**src/rtl/core/stt_pkg.sv**
```systemverilog
`timescale 1ns / 1ps
// ----------------------------------------------------------------------------
// stt_pkg
// Shared types, codes and sizes for the software timer table core.
// ----------------------------------------------------------------------------
package stt_pkg;

    // table geometry
    localparam int NUM_SLOTS   = 8;
    localparam int MAX_RESULTS = 8;
    localparam int SLOT_W      = (NUM_SLOTS > 1) ? $clog2(NUM_SLOTS) : 1;
    localparam int CMP_W       = (SLOT_W > 3) ? SLOT_W : 3;
    localparam int CNT_W       = $clog2(MAX_RESULTS + 1);
    localparam int TIME_W      = 16;

    // command codes
    typedef enum logic [1:0] {
        CMD_CREATE  = 2'd0,
        CMD_DELETE  = 2'd1,
        CMD_TICK    = 2'd2,
        CMD_SERVICE = 2'd3
    } cmd_t;

    // result kinds
    typedef enum logic [2:0] {
        KIND_CREATED = 3'd0,
        KIND_FULL    = 3'd1,
        KIND_DELETED = 3'd2,
        KIND_FIRED   = 3'd3,
        KIND_NONE    = 3'd4
    } kind_t;

    // controller states
    typedef enum logic [1:0] {
        ST_IDLE  = 2'd0,
        ST_RUN   = 2'd1,
        ST_FLUSH = 2'd2
    } state_t;

    // token walking along the row of slot cells
    typedef struct packed {
        logic              vld;
        logic              svc;
        logic [TIME_W-1:0] period;
        logic [CNT_W-1:0]  cnt;
    } tok_t;

    // per-cell status towards the controller
    typedef struct packed {
        logic hit;
        logic stop;
    } cell_evt_t;

    // row status collected for the controller
    typedef struct packed {
        logic             hit;
        logic             done;
        logic [CMP_W-1:0] idx;
    } chain_evt_t;

endpackage

```
**src/rtl/core/stt_cell.sv**
```systemverilog
`timescale 1ns / 1ps
// ----------------------------------------------------------------------------
// stt_cell
// One timer slot: active mark, expiry and period, plus the token stage that
// hands the create or service token on to the next slot.
// ----------------------------------------------------------------------------
module stt_cell (
    input  logic                      aclk,
    input  logic                      aresetn,
    input  logic                      step_en,
    input  logic [stt_pkg::TIME_W-1:0] tick,
    input  logic                      del_en,
    input  logic [stt_pkg::CMP_W-1:0] del_slot,
    input  logic [stt_pkg::CMP_W-1:0] cell_idx,
    input  stt_pkg::tok_t             tok_in,
    output stt_pkg::tok_t             tok_out,
    output stt_pkg::cell_evt_t        evt
);

    logic                       active_reg, active_next;
    logic [stt_pkg::TIME_W-1:0] expiry_reg, expiry_next;
    logic [stt_pkg::TIME_W-1:0] period_reg, period_next;
    stt_pkg::tok_t              tok_reg, tok_next;

    logic due;
    logic hit;
    logic stop;

    // slot evaluation for the token held here
    always_comb begin
        due  = active_reg && (tick > expiry_reg);
        hit  = tok_reg.vld && (tok_reg.svc ? due : !active_reg);
        stop = hit && (!tok_reg.svc ||
                       (tok_reg.cnt == stt_pkg::CNT_W'(stt_pkg::MAX_RESULTS - 1)));
        evt.hit  = hit;
        evt.stop = stop;
    end

    // token handed to the neighbour
    always_comb begin
        tok_out = tok_reg;
        if (hit) begin
            tok_out.cnt = stt_pkg::CNT_W'(tok_reg.cnt + 1'b1);
        end
        if (stop) begin
            tok_out.vld = 1'b0;
        end
    end

    // slot state update
    always_comb begin
        active_next = active_reg;
        expiry_next = expiry_reg;
        period_next = period_reg;
        tok_next    = step_en ? tok_in : tok_reg;
        if (del_en && (del_slot == cell_idx)) begin
            active_next = 1'b0;
        end else if (step_en && hit) begin
            if (tok_reg.svc) begin
                if (period_reg == '0) begin
                    active_next = 1'b0;
                end else begin
                    expiry_next = stt_pkg::TIME_W'(expiry_reg + period_reg);
                end
            end else begin
                active_next = 1'b1;
                period_next = tok_reg.period;
                expiry_next = stt_pkg::TIME_W'(tick + tok_reg.period);
            end
        end
    end

    // control state
    always_ff @(posedge aclk) begin
        if (!aresetn) begin
            active_reg <= 1'b0;
            tok_reg    <= '0;
        end else begin
            active_reg <= active_next;
            tok_reg    <= tok_next;
        end
    end

    // slot payload
    always_ff @(posedge aclk) begin
        expiry_reg <= expiry_next;
        period_reg <= period_next;
    end

endmodule

```
**src/rtl/core/stt_ctrl.sv**
```systemverilog
`timescale 1ns / 1ps
// ----------------------------------------------------------------------------
// stt_ctrl
// Command sequencer: accepts commands, keeps the tick counter, launches
// tokens into the slot row and orders the results onto the output register.
// ----------------------------------------------------------------------------
module stt_ctrl (
    input  logic                       aclk,
    input  logic                       aresetn,
    input  logic                       s_valid,
    output logic                       s_ready,
    input  logic [1:0]                 s_command,
    input  logic [15:0]                s_period,
    input  logic [2:0]                 s_slot,
    output logic                       m_valid,
    input  logic                       m_ready,
    output logic [2:0]                 m_kind,
    output logic [2:0]                 m_slot_index,
    output logic                       m_last,
    input  stt_pkg::chain_evt_t        evt,
    output logic                       step_en,
    output logic [stt_pkg::TIME_W-1:0] tick,
    output logic                       del_en,
    output logic [stt_pkg::CMP_W-1:0]  del_slot,
    output stt_pkg::tok_t              inject
);

    stt_pkg::state_t            state_reg, state_next;
    logic                       svc_reg, svc_next;
    logic [stt_pkg::TIME_W-1:0] tick_reg, tick_next;
    logic                       pend_reg, pend_next;
    logic [2:0]                 pend_idx_reg, pend_idx_next;
    logic                       m_valid_reg, m_valid_next;
    stt_pkg::kind_t             kind_reg, kind_next;
    logic [2:0]                 idx_reg, idx_next;
    logic                       last_reg, last_next;

    logic           out_free;
    logic           accept;
    logic           emit;
    stt_pkg::kind_t emit_kind;
    logic [2:0]     emit_idx;
    logic           emit_last;

    // handshake
    assign out_free = !m_valid_reg || m_ready;
    assign s_ready  = (state_reg == stt_pkg::ST_IDLE) && out_free;
    assign accept   = s_valid && s_ready;
    assign step_en  = out_free;
    assign tick     = tick_reg;
    assign del_slot = stt_pkg::CMP_W'(s_slot);

    // next state
    always_comb begin
        state_next = state_reg;
        case (state_reg)
            stt_pkg::ST_IDLE: begin
                if (accept && ((s_command == stt_pkg::CMD_CREATE) ||
                               (s_command == stt_pkg::CMD_SERVICE))) begin
                    state_next = stt_pkg::ST_RUN;
                end
            end
            stt_pkg::ST_RUN: begin
                if (out_free && evt.done) begin
                    state_next = svc_reg ? stt_pkg::ST_FLUSH : stt_pkg::ST_IDLE;
                end
            end
            stt_pkg::ST_FLUSH: begin
                if (out_free) begin
                    state_next = stt_pkg::ST_IDLE;
                end
            end
            default: state_next = stt_pkg::ST_IDLE;
        endcase
    end

    // outputs, tick counter and pending fired slot
    always_comb begin
        emit          = 1'b0;
        emit_kind     = stt_pkg::KIND_NONE;
        emit_idx      = '0;
        emit_last     = 1'b1;
        svc_next      = svc_reg;
        tick_next     = tick_reg;
        pend_next     = pend_reg;
        pend_idx_next = pend_idx_reg;
        del_en        = 1'b0;
        inject        = '0;
        case (state_reg)
            stt_pkg::ST_IDLE: begin
                if (accept) begin
                    case (s_command)
                        stt_pkg::CMD_DELETE: begin
                            emit      = 1'b1;
                            emit_kind = stt_pkg::KIND_DELETED;
                            emit_idx  = s_slot;
                            del_en    = 1'b1;
                        end
                        stt_pkg::CMD_TICK: begin
                            tick_next = stt_pkg::TIME_W'(tick_reg + 1'b1);
                        end
                        default: begin
                            inject.vld    = 1'b1;
                            inject.svc    = (s_command == stt_pkg::CMD_SERVICE);
                            inject.period = s_period;
                            svc_next      = (s_command == stt_pkg::CMD_SERVICE);
                        end
                    endcase
                end
            end
            stt_pkg::ST_RUN: begin
                if (out_free) begin
                    if (!svc_reg) begin
                        // create: first free slot or table full
                        if (evt.hit) begin
                            emit      = 1'b1;
                            emit_kind = stt_pkg::KIND_CREATED;
                            emit_idx  = evt.idx[2:0];
                        end else if (evt.done) begin
                            emit      = 1'b1;
                            emit_kind = stt_pkg::KIND_FULL;
                        end
                    end else if (evt.hit) begin
                        // service: hold back one result to know the last one
                        if (pend_reg) begin
                            emit      = 1'b1;
                            emit_kind = stt_pkg::KIND_FIRED;
                            emit_idx  = pend_idx_reg;
                            emit_last = 1'b0;
                        end
                        pend_next     = 1'b1;
                        pend_idx_next = evt.idx[2:0];
                    end
                end
            end
            stt_pkg::ST_FLUSH: begin
                if (out_free) begin
                    emit      = 1'b1;
                    emit_kind = pend_reg ? stt_pkg::KIND_FIRED : stt_pkg::KIND_NONE;
                    emit_idx  = pend_reg ? pend_idx_reg : 3'd0;
                    pend_next = 1'b0;
                end
            end
            default: ;
        endcase
    end

    // output register
    always_comb begin
        m_valid_next = m_valid_reg;
        kind_next    = kind_reg;
        idx_next     = idx_reg;
        last_next    = last_reg;
        if (emit) begin
            m_valid_next = 1'b1;
            kind_next    = emit_kind;
            idx_next     = emit_idx;
            last_next    = emit_last;
        end else if (m_ready) begin
            m_valid_next = 1'b0;
        end
    end

    // control state
    always_ff @(posedge aclk) begin
        if (!aresetn) begin
            state_reg   <= stt_pkg::ST_IDLE;
            tick_reg    <= '0;
            pend_reg    <= 1'b0;
            m_valid_reg <= 1'b0;
            svc_reg     <= 1'b0;
        end else begin
            state_reg   <= state_next;
            tick_reg    <= tick_next;
            pend_reg    <= pend_next;
            m_valid_reg <= m_valid_next;
            svc_reg     <= svc_next;
        end
    end

    // result payload
    always_ff @(posedge aclk) begin
        pend_idx_reg <= pend_idx_next;
        kind_reg     <= kind_next;
        idx_reg      <= idx_next;
        last_reg     <= last_next;
    end

    assign m_valid      = m_valid_reg;
    assign m_kind       = kind_reg;
    assign m_slot_index = idx_reg;
    assign m_last       = last_reg;

endmodule

```
**src/rtl/core/software_timer_table_core.sv**
```systemverilog
`timescale 1ns / 1ps
// Tick: no result. Delete: result registered in the cycle after accept.
// Create: the token walks one slot cell per cycle, result is the first free
// slot or table full. Service: fired slots are reported during the row walk.
// One item in flight at a time; output stalls freeze the walk.
// Synchronous active-low reset clears active marks, tick counter and tokens.
// ----------------------------------------------------------------------------
// software_timer_table_core
// Timer slot table built as a row of slot cells with a command sequencer.
// ----------------------------------------------------------------------------
module software_timer_table_core (
    input  logic        aclk,
    input  logic        aresetn,
    input  logic        s_valid,
    output logic        s_ready,
    input  logic [1:0]  s_command,
    input  logic [15:0] s_period,
    input  logic [2:0]  s_slot,
    output logic        m_valid,
    input  logic        m_ready,
    output logic [2:0]  m_kind,
    output logic [2:0]  m_slot_index,
    output logic        m_last
);

    stt_pkg::tok_t              tok_link [stt_pkg::NUM_SLOTS+1];
    stt_pkg::cell_evt_t         cell_evt [stt_pkg::NUM_SLOTS];
    stt_pkg::chain_evt_t        evt;
    logic                       step_en;
    logic [stt_pkg::TIME_W-1:0] tick;
    logic                       del_en;
    logic [stt_pkg::CMP_W-1:0]  del_slot;

    // sequencer
    stt_ctrl u_ctrl (
        .aclk         (aclk),
        .aresetn      (aresetn),
        .s_valid      (s_valid),
        .s_ready      (s_ready),
        .s_command    (s_command),
        .s_period     (s_period),
        .s_slot       (s_slot),
        .m_valid      (m_valid),
        .m_ready      (m_ready),
        .m_kind       (m_kind),
        .m_slot_index (m_slot_index),
        .m_last       (m_last),
        .evt          (evt),
        .step_en      (step_en),
        .tick         (tick),
        .del_en       (del_en),
        .del_slot     (del_slot),
        .inject       (tok_link[0])
    );

    // row of slot cells
    for (genvar i = 0; i < stt_pkg::NUM_SLOTS; i++) begin : g_cell
        stt_cell u_cell (
            .aclk     (aclk),
            .aresetn  (aresetn),
            .step_en  (step_en),
            .tick     (tick),
            .del_en   (del_en),
            .del_slot (del_slot),
            .cell_idx (stt_pkg::CMP_W'(i)),
            .tok_in   (tok_link[i]),
            .tok_out  (tok_link[i+1]),
            .evt      (cell_evt[i])
        );
    end

    // collect the status of the cell holding the token; a token leaving the row ends it
    always_comb begin
        evt      = '0;
        evt.done = tok_link[stt_pkg::NUM_SLOTS].vld;
        for (int i = 0; i < stt_pkg::NUM_SLOTS; i++) begin
            evt.hit  = evt.hit | cell_evt[i].hit;
            evt.done = evt.done | cell_evt[i].stop;
            evt.idx  = evt.idx | (cell_evt[i].hit ? stt_pkg::CMP_W'(i) : '0);
        end
    end

endmodule

```
**config.mk**
```make
export PLATFORM = sky130hd
export DESIGN_NAME = software_timer_table_core
export DESIGN_NICKNAME = d
export VERILOG_FILES = /design/src/rtl/core/stt_pkg.sv /design/src/rtl/core/stt_cell.sv /design/src/rtl/core/stt_ctrl.sv /design/src/rtl/core/software_timer_table_core.sv
export SDC_FILE = /design/constraint.sdc
export NUM_CORES = 2
export LEC_CHECK = 0
export BUFFER_PORTS_ARGS = -buffer_cell sky130_fd_sc_hd__buf_4
export CORE_MARGIN = 10
export CORE_UTILIZATION = 40
export CTS_CLUSTER_SIZE = 14
export DETAILED_ROUTE_END_ITERATION = 7
export HOLD_SLACK_MARGIN = 0.12
export SETUP_SLACK_MARGIN = 0.2
export SKIP_LAST_GASP = 1
export SLEW_MARGIN = 40
export SYNTH_ARGS = -nofsm -noshare
export SYNTH_HDL_FRONTEND = slang
export SYNTH_SLANG_ARGS = --single-unit
```
**constraint.sdc**
```tcl
create_clock -name aclk -period 5 [get_ports aclk]
set_input_delay 0.25 -clock aclk [delete_from_list [all_inputs] [get_ports aclk]]
set_output_delay 0.25 -clock aclk [all_outputs]
set_load 0.005 [all_outputs]
```
Word level (Yosys, flattened, before mapping)
Cells that the tools add are included.
- multiplexer cells: 108
- equality and inequality tests: 41
- magnitude comparators: 8
- reductions and logical operators: 121
- add/sub/neg operators: 23
- bitwise logic cells: 39
- operators by type and width (operator ; count):
    adder 16 bit ; 16
    2-to-1 mux 16 bit ; 16
    > comparator 16 bit ; 8
    zero test 16 bit ; 8
    2-to-1 mux 3 bit ; 21
    AND reduction 3 bit ; 19
    2-to-1 mux 18 bit ; 3
    2-to-1 mux 1 bit ; 51
    logical AND 1 bit ; 44
    inequality test 2 bit (second input constant) ; 18
    == test 4 x 3 -> 1 bit (second input constant) ; 7
    adder 4 x 1 -> 4 bit (second input constant) ; 6
    2-to-1 mux 4 bit ; 6
    NOT 1 bit ; 18
    one-hot mux 3 bit (3 select lines) ; 2
    OR reduction 2 bit ; 9
    zero test 1 bit ; 17
    adder 16 x 1 -> 16 bit (second input constant) ; 1
    AND reduction 2 bit ; 8
    OR 1 bit ; 15
    == test 3 bit (second input constant) ; 4
    2-to-1 mux 2 bit ; 6
    logical OR 1 bit ; 9
    OR 3 bit ; 3
    16 further kinds ; 25
- word-level logic and storage cells: 404
- bits in registers: 467
- output and inout port bits: 9

Logic depth before layout (Yosys ltp)
- depth in word-level cells: 20
- mapped depth: 12

Hierarchy
Synthesis repeated with hierarchy kept, for this count alone.
- cells, all modules: 3712
- area total of the unflattened synthesis: 35660.5 um^2
- by module, submodules not included (module ; instances ; area each (um^2) ; cells each ; sequential area each (um^2)):
    stt_cell (g_cell[0].u_cell ...) ; 4 ; 4250.3 ; 442 ; 1421.4
    stt_cell (g_cell[6].u_cell ...) ; 2 ; 4326.6 ; 453 ; 1421.4
    stt_cell (g_cell[1].u_cell) ; 1 ; 4072.7 ; 415 ; 1421.4
    stt_cell (g_cell[2].u_cell) ; 1 ; 4057.6 ; 415 ; 1421.4
    stt_ctrl ; 1 ; 1801.7 ; 197 ; 720.7
    software_timer_table_core ; 1 ; 73.8 ; 11 ; 0.0

Worst setup path after synthesis
OpenSTA, ideal clock, no wires.
- kind: flip-flop to flip-flop
- start: register u_ctrl.tick_reg, in the netlist u_ctrl.tick[13]
- end: register g_cell[6].u_cell.expiry_reg[0] (netlist bit), enable pin
- setup time: 0.478 ns
- stages on the path, launching flop included: 10
- period minus slack after synthesis: 5.016 ns
- arrival: 4.538 ns
- path slack: -0.016 ns
- required time: 4.522 ns
- cells stage by stage: dfxtp_1 -> ha_1 -> nand4_1 -> nor4_1 -> o21ai_0 -> a31oi_1 -> or2_1 -> buf_2 -> inv_1 -> a2111oi_0
- word-level cells in the longest chain between the ends: 6
- ends and longest elaborated chain (item ; RTL line ; text):
    from (decl) ; stt_ctrl.sv:30 ; logic [stt_pkg::TIME_W-1:0] tick_reg, tick_next;
    from (signal assigned) ; stt_ctrl.sv:174 ; tick_reg <= tick_next;
    > comparator 16 bit ; stt_cell.sv:31 ; due = active_reg && (tick > expiry_reg);
    logical AND 1 bit ; stt_cell.sv:31 ;
    2-to-1 mux 1 bit ; stt_cell.sv:32 ; hit = tok_reg.vld && (tok_reg.svc ? due : !active_reg);
    logical AND 1 bit ; stt_cell.sv:32 ;
    logical AND 1 bit ; stt_cell.sv:58 ; end else if (step_en && hit) begin
    AND reduction 3 bit (no line) ; n/a ;
    to (signal assigned) ; stt_cell.sv:86 ; expiry_reg <= expiry_next;
    to (decl) ; stt_cell.sv:21 ; logic [stt_pkg::TIME_W-1:0] expiry_reg, expiry_next;
Every way passes these cells.
A chain may end at the register's enable or synchronous reset.

Worst setup path in the final report
- start: register u_ctrl.tick_reg, in the netlist u_ctrl.tick[14]
- end: register u_ctrl.last_reg, in the netlist u_ctrl.m_last, enable pin
- word-level cells in the longest chain between the ends: 19
- elaborated cells on any way between the ends: 62
- classes of those cells: 8 x order compare; 15 x mux; 15 x bitwise; 24 x reduce/logical
- ends and longest elaborated chain (item ; RTL line ; text):
    > comparator 16 bit ; stt_cell.sv:31 ;
    logical AND 1 bit ; stt_cell.sv:31 ;
    2-to-1 mux 1 bit ; stt_cell.sv:32 ;
    logical AND 1 bit ; stt_cell.sv:32 ;
    logical AND 1 bit ; stt_cell.sv:33 ; stop = hit && (!tok_reg.svc ||
    2-to-1 mux 1 bit ; stt_cell.sv:45 ; if (stop) begin
    OR 1 bit (8 in series) ; software_timer_table_core.sv:78 ; evt.done = evt.done | cell_evt[i].stop;
    2-to-1 mux 1 bit ; stt_ctrl.sv:119 ; end else if (evt.done) begin
    2-to-1 mux 1 bit ; stt_ctrl.sv:115 ; if (evt.hit) begin
    2-to-1 mux 1 bit * ; stt_ctrl.sv:113 ; if (!svc_reg) begin
    2-to-1 mux 1 bit * ; stt_ctrl.sv:112 ; if (out_free) begin
    one-hot mux 1 bit (3 select lines) * ; stt_ctrl.sv:89 ; case (state_reg)
    net u_ctrl.emit ; stt_ctrl.sv:40 ; logic emit;
    to (signal assigned) ; stt_ctrl.sv:186 ; last_reg <= last_next;
    to (decl) ; stt_ctrl.sv:36 ; logic last_reg, last_next;
Mark *: on every way through the listed nets, which the timed path passes. The rest lies on a longest branch.

==> flow_summary.toml <==
[cells_and_area]
area_growth_pct = 12.4
multiInputGateArea_sq_um = 17900
fillCellCount = 7354
antenna_cells = 0
largest_reg_flops = 136
stdcell_count = 4523
drive_gt1_share_pct = 6.76
regArea_sq_um = 11800
final_nets = 3870

[routing]
dr.pass1.iters = 5
routed_wl_um = 92900
drt_iter0_drc = 2129
vias_per_cell = 5.66
drtAntennaViolNets = 0
num_vias = 25600
drcViolationCount = 0
wl_per_cell_um = 20.5

[yosys]
synthCells = 3375
synthMostInstantiatedCell = "nand2_1"
syn_avg_cell_area_sq_um = 9.13
async_reset_ff_share_pct = 0
yosysWarningCount = 0
synth_area_sq_um = 30800
synth.ff_latch_count = 457
synth.top_cells.by_count = "nand2_1, ha_1, a21oi_1"
synth.area.top_cells = "edfxtp_1, ha_1, dfxtp_1"
synth.net_count = 3796
synth_top_area_share_pct = 25.9
yosysUniqueCellTypes = 77
yosysTopAreaCell = "edfxtp_1"
synth_edf_count = 266
ys.flop_type = "edfxtp_1"
seq_area_frac_synth_pct = 38.3

[clock_tree]
clkTransAtPathRegs_ps = 70
cts_tree = "built"
cts_made_buffers = 52
ctsResizeCount = 0
post_cts_buffers = 0
ctsHoldBuffers = 24
clk_latency_ps = 620
cts_buffer_depth = 3
cts-root-buf = "clkbuf_16"
cts_sinks = 457
htreeDepth = 2

[placement]
placedCellCount = 4400
port_buffers = 33
gp_congestion = 0.895
pre_cts_slack_ps = 1240
hpwlAfterDp_um = 67800

[global_route]
grt_max_degree = 161
grtUsageMet1_pct = 28.9
busiest_layer = "met2"
gr-usage-met3_pct = 2.82
grt_usage_pct = 20.2
overflow = 0
grt_pass1_wl_um = 143000
antenna_found_initial = 1
met2_usage_pct = 31.8
grt_pass1_vias = 24100

[power]
p_leak_nw = 14.4
p_sw_mw = 1.93
p_seq_share_pct = 47.3
p_sw_share_pct = 22.6
internal-power_mw = 6.58
p_comb_share_pct = 4.1
clkPwrFrac_pct = 48.6
ir_drop_mv = 0.231
powerDensity_nw_per_um2 = 246
power_mw = 8.51

[sta]
maxSlewHeadroom_pct = 43.2
rsz0062_at_grt = "no"
hold_slack_ps = 277
worstMarginPinSlew_ps = 850
fin_setup_tns_ps = 0
hold_viol_final = 0
max_freq_ghz = 0.263
finalSetupViolCount = 0
fin_crit_sh_pct = 76.1
fin_ws_ps = 1200
fin_worst_skew_ps = 37.8
maxSlewViolCount = 0
period_needed_ps = 3800

[critical_path]
path_class = "reg2reg"
reg2regPathDepth = 10
critPathBufInv = 1
regToRegStartpoint = "u_ctrl.tick[14]$_SDFFE_PN0P_"
crit_path_start_kind = "flop"
worst_ep_required_time_ps = 5260
cp_max_fo = 14
end_kind = "flop"
reg2reg_slack_ps = 1200
reg2reg_to = "u_ctrl.m_last$_SDFFCE_PN1P_"
crit_slowest_cell = "or4b_1"
slowest_delay_ps = 530
path_cells = "buf_4, ha_1, nor2b_1, o21ai_0, or4b_1, o21ai_1, o211ai_2, or3_4, o21ai_2, nand3_1"
worstPathArrival_ps = 4070
critPathTopFamily = "simple AND/OR/NAND/NOR gates"

[floorplanning]
initial_utilization_pct = 40.4
die_h_um = 298
die_area_sq_um = 88600
io_pins = 34
fp-row-count = 101
core_sq_um = 76200
die_x_um = 298

[flow_run]
drv_cap = 0

[min_path]
hold_path_depth = 3
hp-class = "in2reg"
whs_endpoint = "u_ctrl.m_valid$_SDFFE_PN0P_"
hold_start = "m_ready"

[run_status]
status = "completed"
-- worst max-delay path by stage --
stage                                       startpoint                                         to  slack, ps  cells after the start
after detailed placement  u_ctrl.tick[15]$_SDFFE_PN0P_           u_ctrl.m_slot_index[1]$_DFFE_PP_       1240                     11
after global placement     u_ctrl.tick[4]$_SDFFE_PN0P_  g_cell[7].u_cell.period_reg[15]$_DFFE_PP_       1200                      9
after floorplan           u_ctrl.tick[13]$_SDFFE_PN0P_   g_cell[6].u_cell.expiry_reg[0]$_DFFE_PP_        760                      9
after CTS                 u_ctrl.tick[15]$_SDFFE_PN0P_                u_ctrl.m_last$_SDFFCE_PN1P_       1210                     11
final                     u_ctrl.tick[14]$_SDFFE_PN0P_                u_ctrl.m_last$_SDFFCE_PN1P_       1200                     10
after global routing      u_ctrl.tick[15]$_SDFFE_PN0P_           u_ctrl.m_slot_index[1]$_DFFE_PP_        980                     11
-- kinds of logic after synthesis --
group                    share of synthesized area [%]
AND/OR/NAND/NOR                                   17.5
AO/OA/AOI/OAI                                     17.3
flip-flops                                        38.3
adder cells (fa/ha/maj)                           16.5
buffers and inverters                             3.76
XOR/XNOR                                          5.31
multiplexers                                      1.34
-- final cells by class --
class | count | area share, %
inverter | 212 | 2.32
timing repair buffer | 116 | 2.83
multi-input combinational | 2610 | 51.8
tap | 1030 | 3.72
clock buffer | 74 | 4.47
sequential | 457 | 34.1
clock inverter | 24 | 0.819
-- stage by stage --
step / util [%] / area, sq um
after floorplan: - / 30800
after global placement: 42.7 / 32600
after detailed placement: 42.7 / 32600
after CTS: 45.5 / 34600
after global routing: 45.5 / 34700
final: 45.5 / 34700
-- power by group through the flow --
stage | clock network [mW] | registers (mW) | logic (mW)
floorplan | 0 | 4.09 | 0.219
global placement | 0 | 4.11 | 0.322
detailed placement | 0 | 4.11 | 0.325
CTS | 4.21 | 4.03 | 0.343
global route | 4.34 | 4.03 | 0.383
finish | 4.14 | 4.03 | 0.345
-- layer usage --
metal / up-vias / part of all wire, %
met3: 120 / 5.8
li1: 12600 / -
met1: 12200 / 48
met5: - / 0
met4: 0 / 2.2
met2: 661 / 44
-- cells in the final DEF, fill, tap and decap left out, types with 9 or more instances in the layout --
cell and instances:
dfxtp_1 188, o21bai_1 16, a22oi_1 26, dlygate4sd3_1 24, ha_1 380, and2_1 16, a41oi_1 15, xnor2_1 87
nand3_1 103, or4_1 14, or3_1 43, clkbuf_16 57, buf_4 88, o41ai_1 12, mux2i_1 31, o211ai_1 9
a211o_1 20, a21o_1 43, a31oi_1 31, o21ai_1 21, nand2b_1 9, a21oi_1 316, fa_1 16, inv_1 209
o21ai_0 138, and3_1 17, clkbuf_1 11, nor3_1 127, nand2_1 421, edfxtp_1 266, nor2_1 194, xor2_1 100
a211oi_1 73, o31ai_1 21, nand4_1 45, o21a_1 53, clkinv_2 10, nor2b_1 45, nor4_1 61
-- worst register-to-register path: cells and delay by family (launching register included) --
family                     cells  cell delay (ps)
and+or+nand+nor                4             1380
AOI/OAI and AO/OA              4              840
DFF                            1              470
buffers and inverters          1              410
adders and majority gates      1              330
Power figures use the tool's default switching activity.
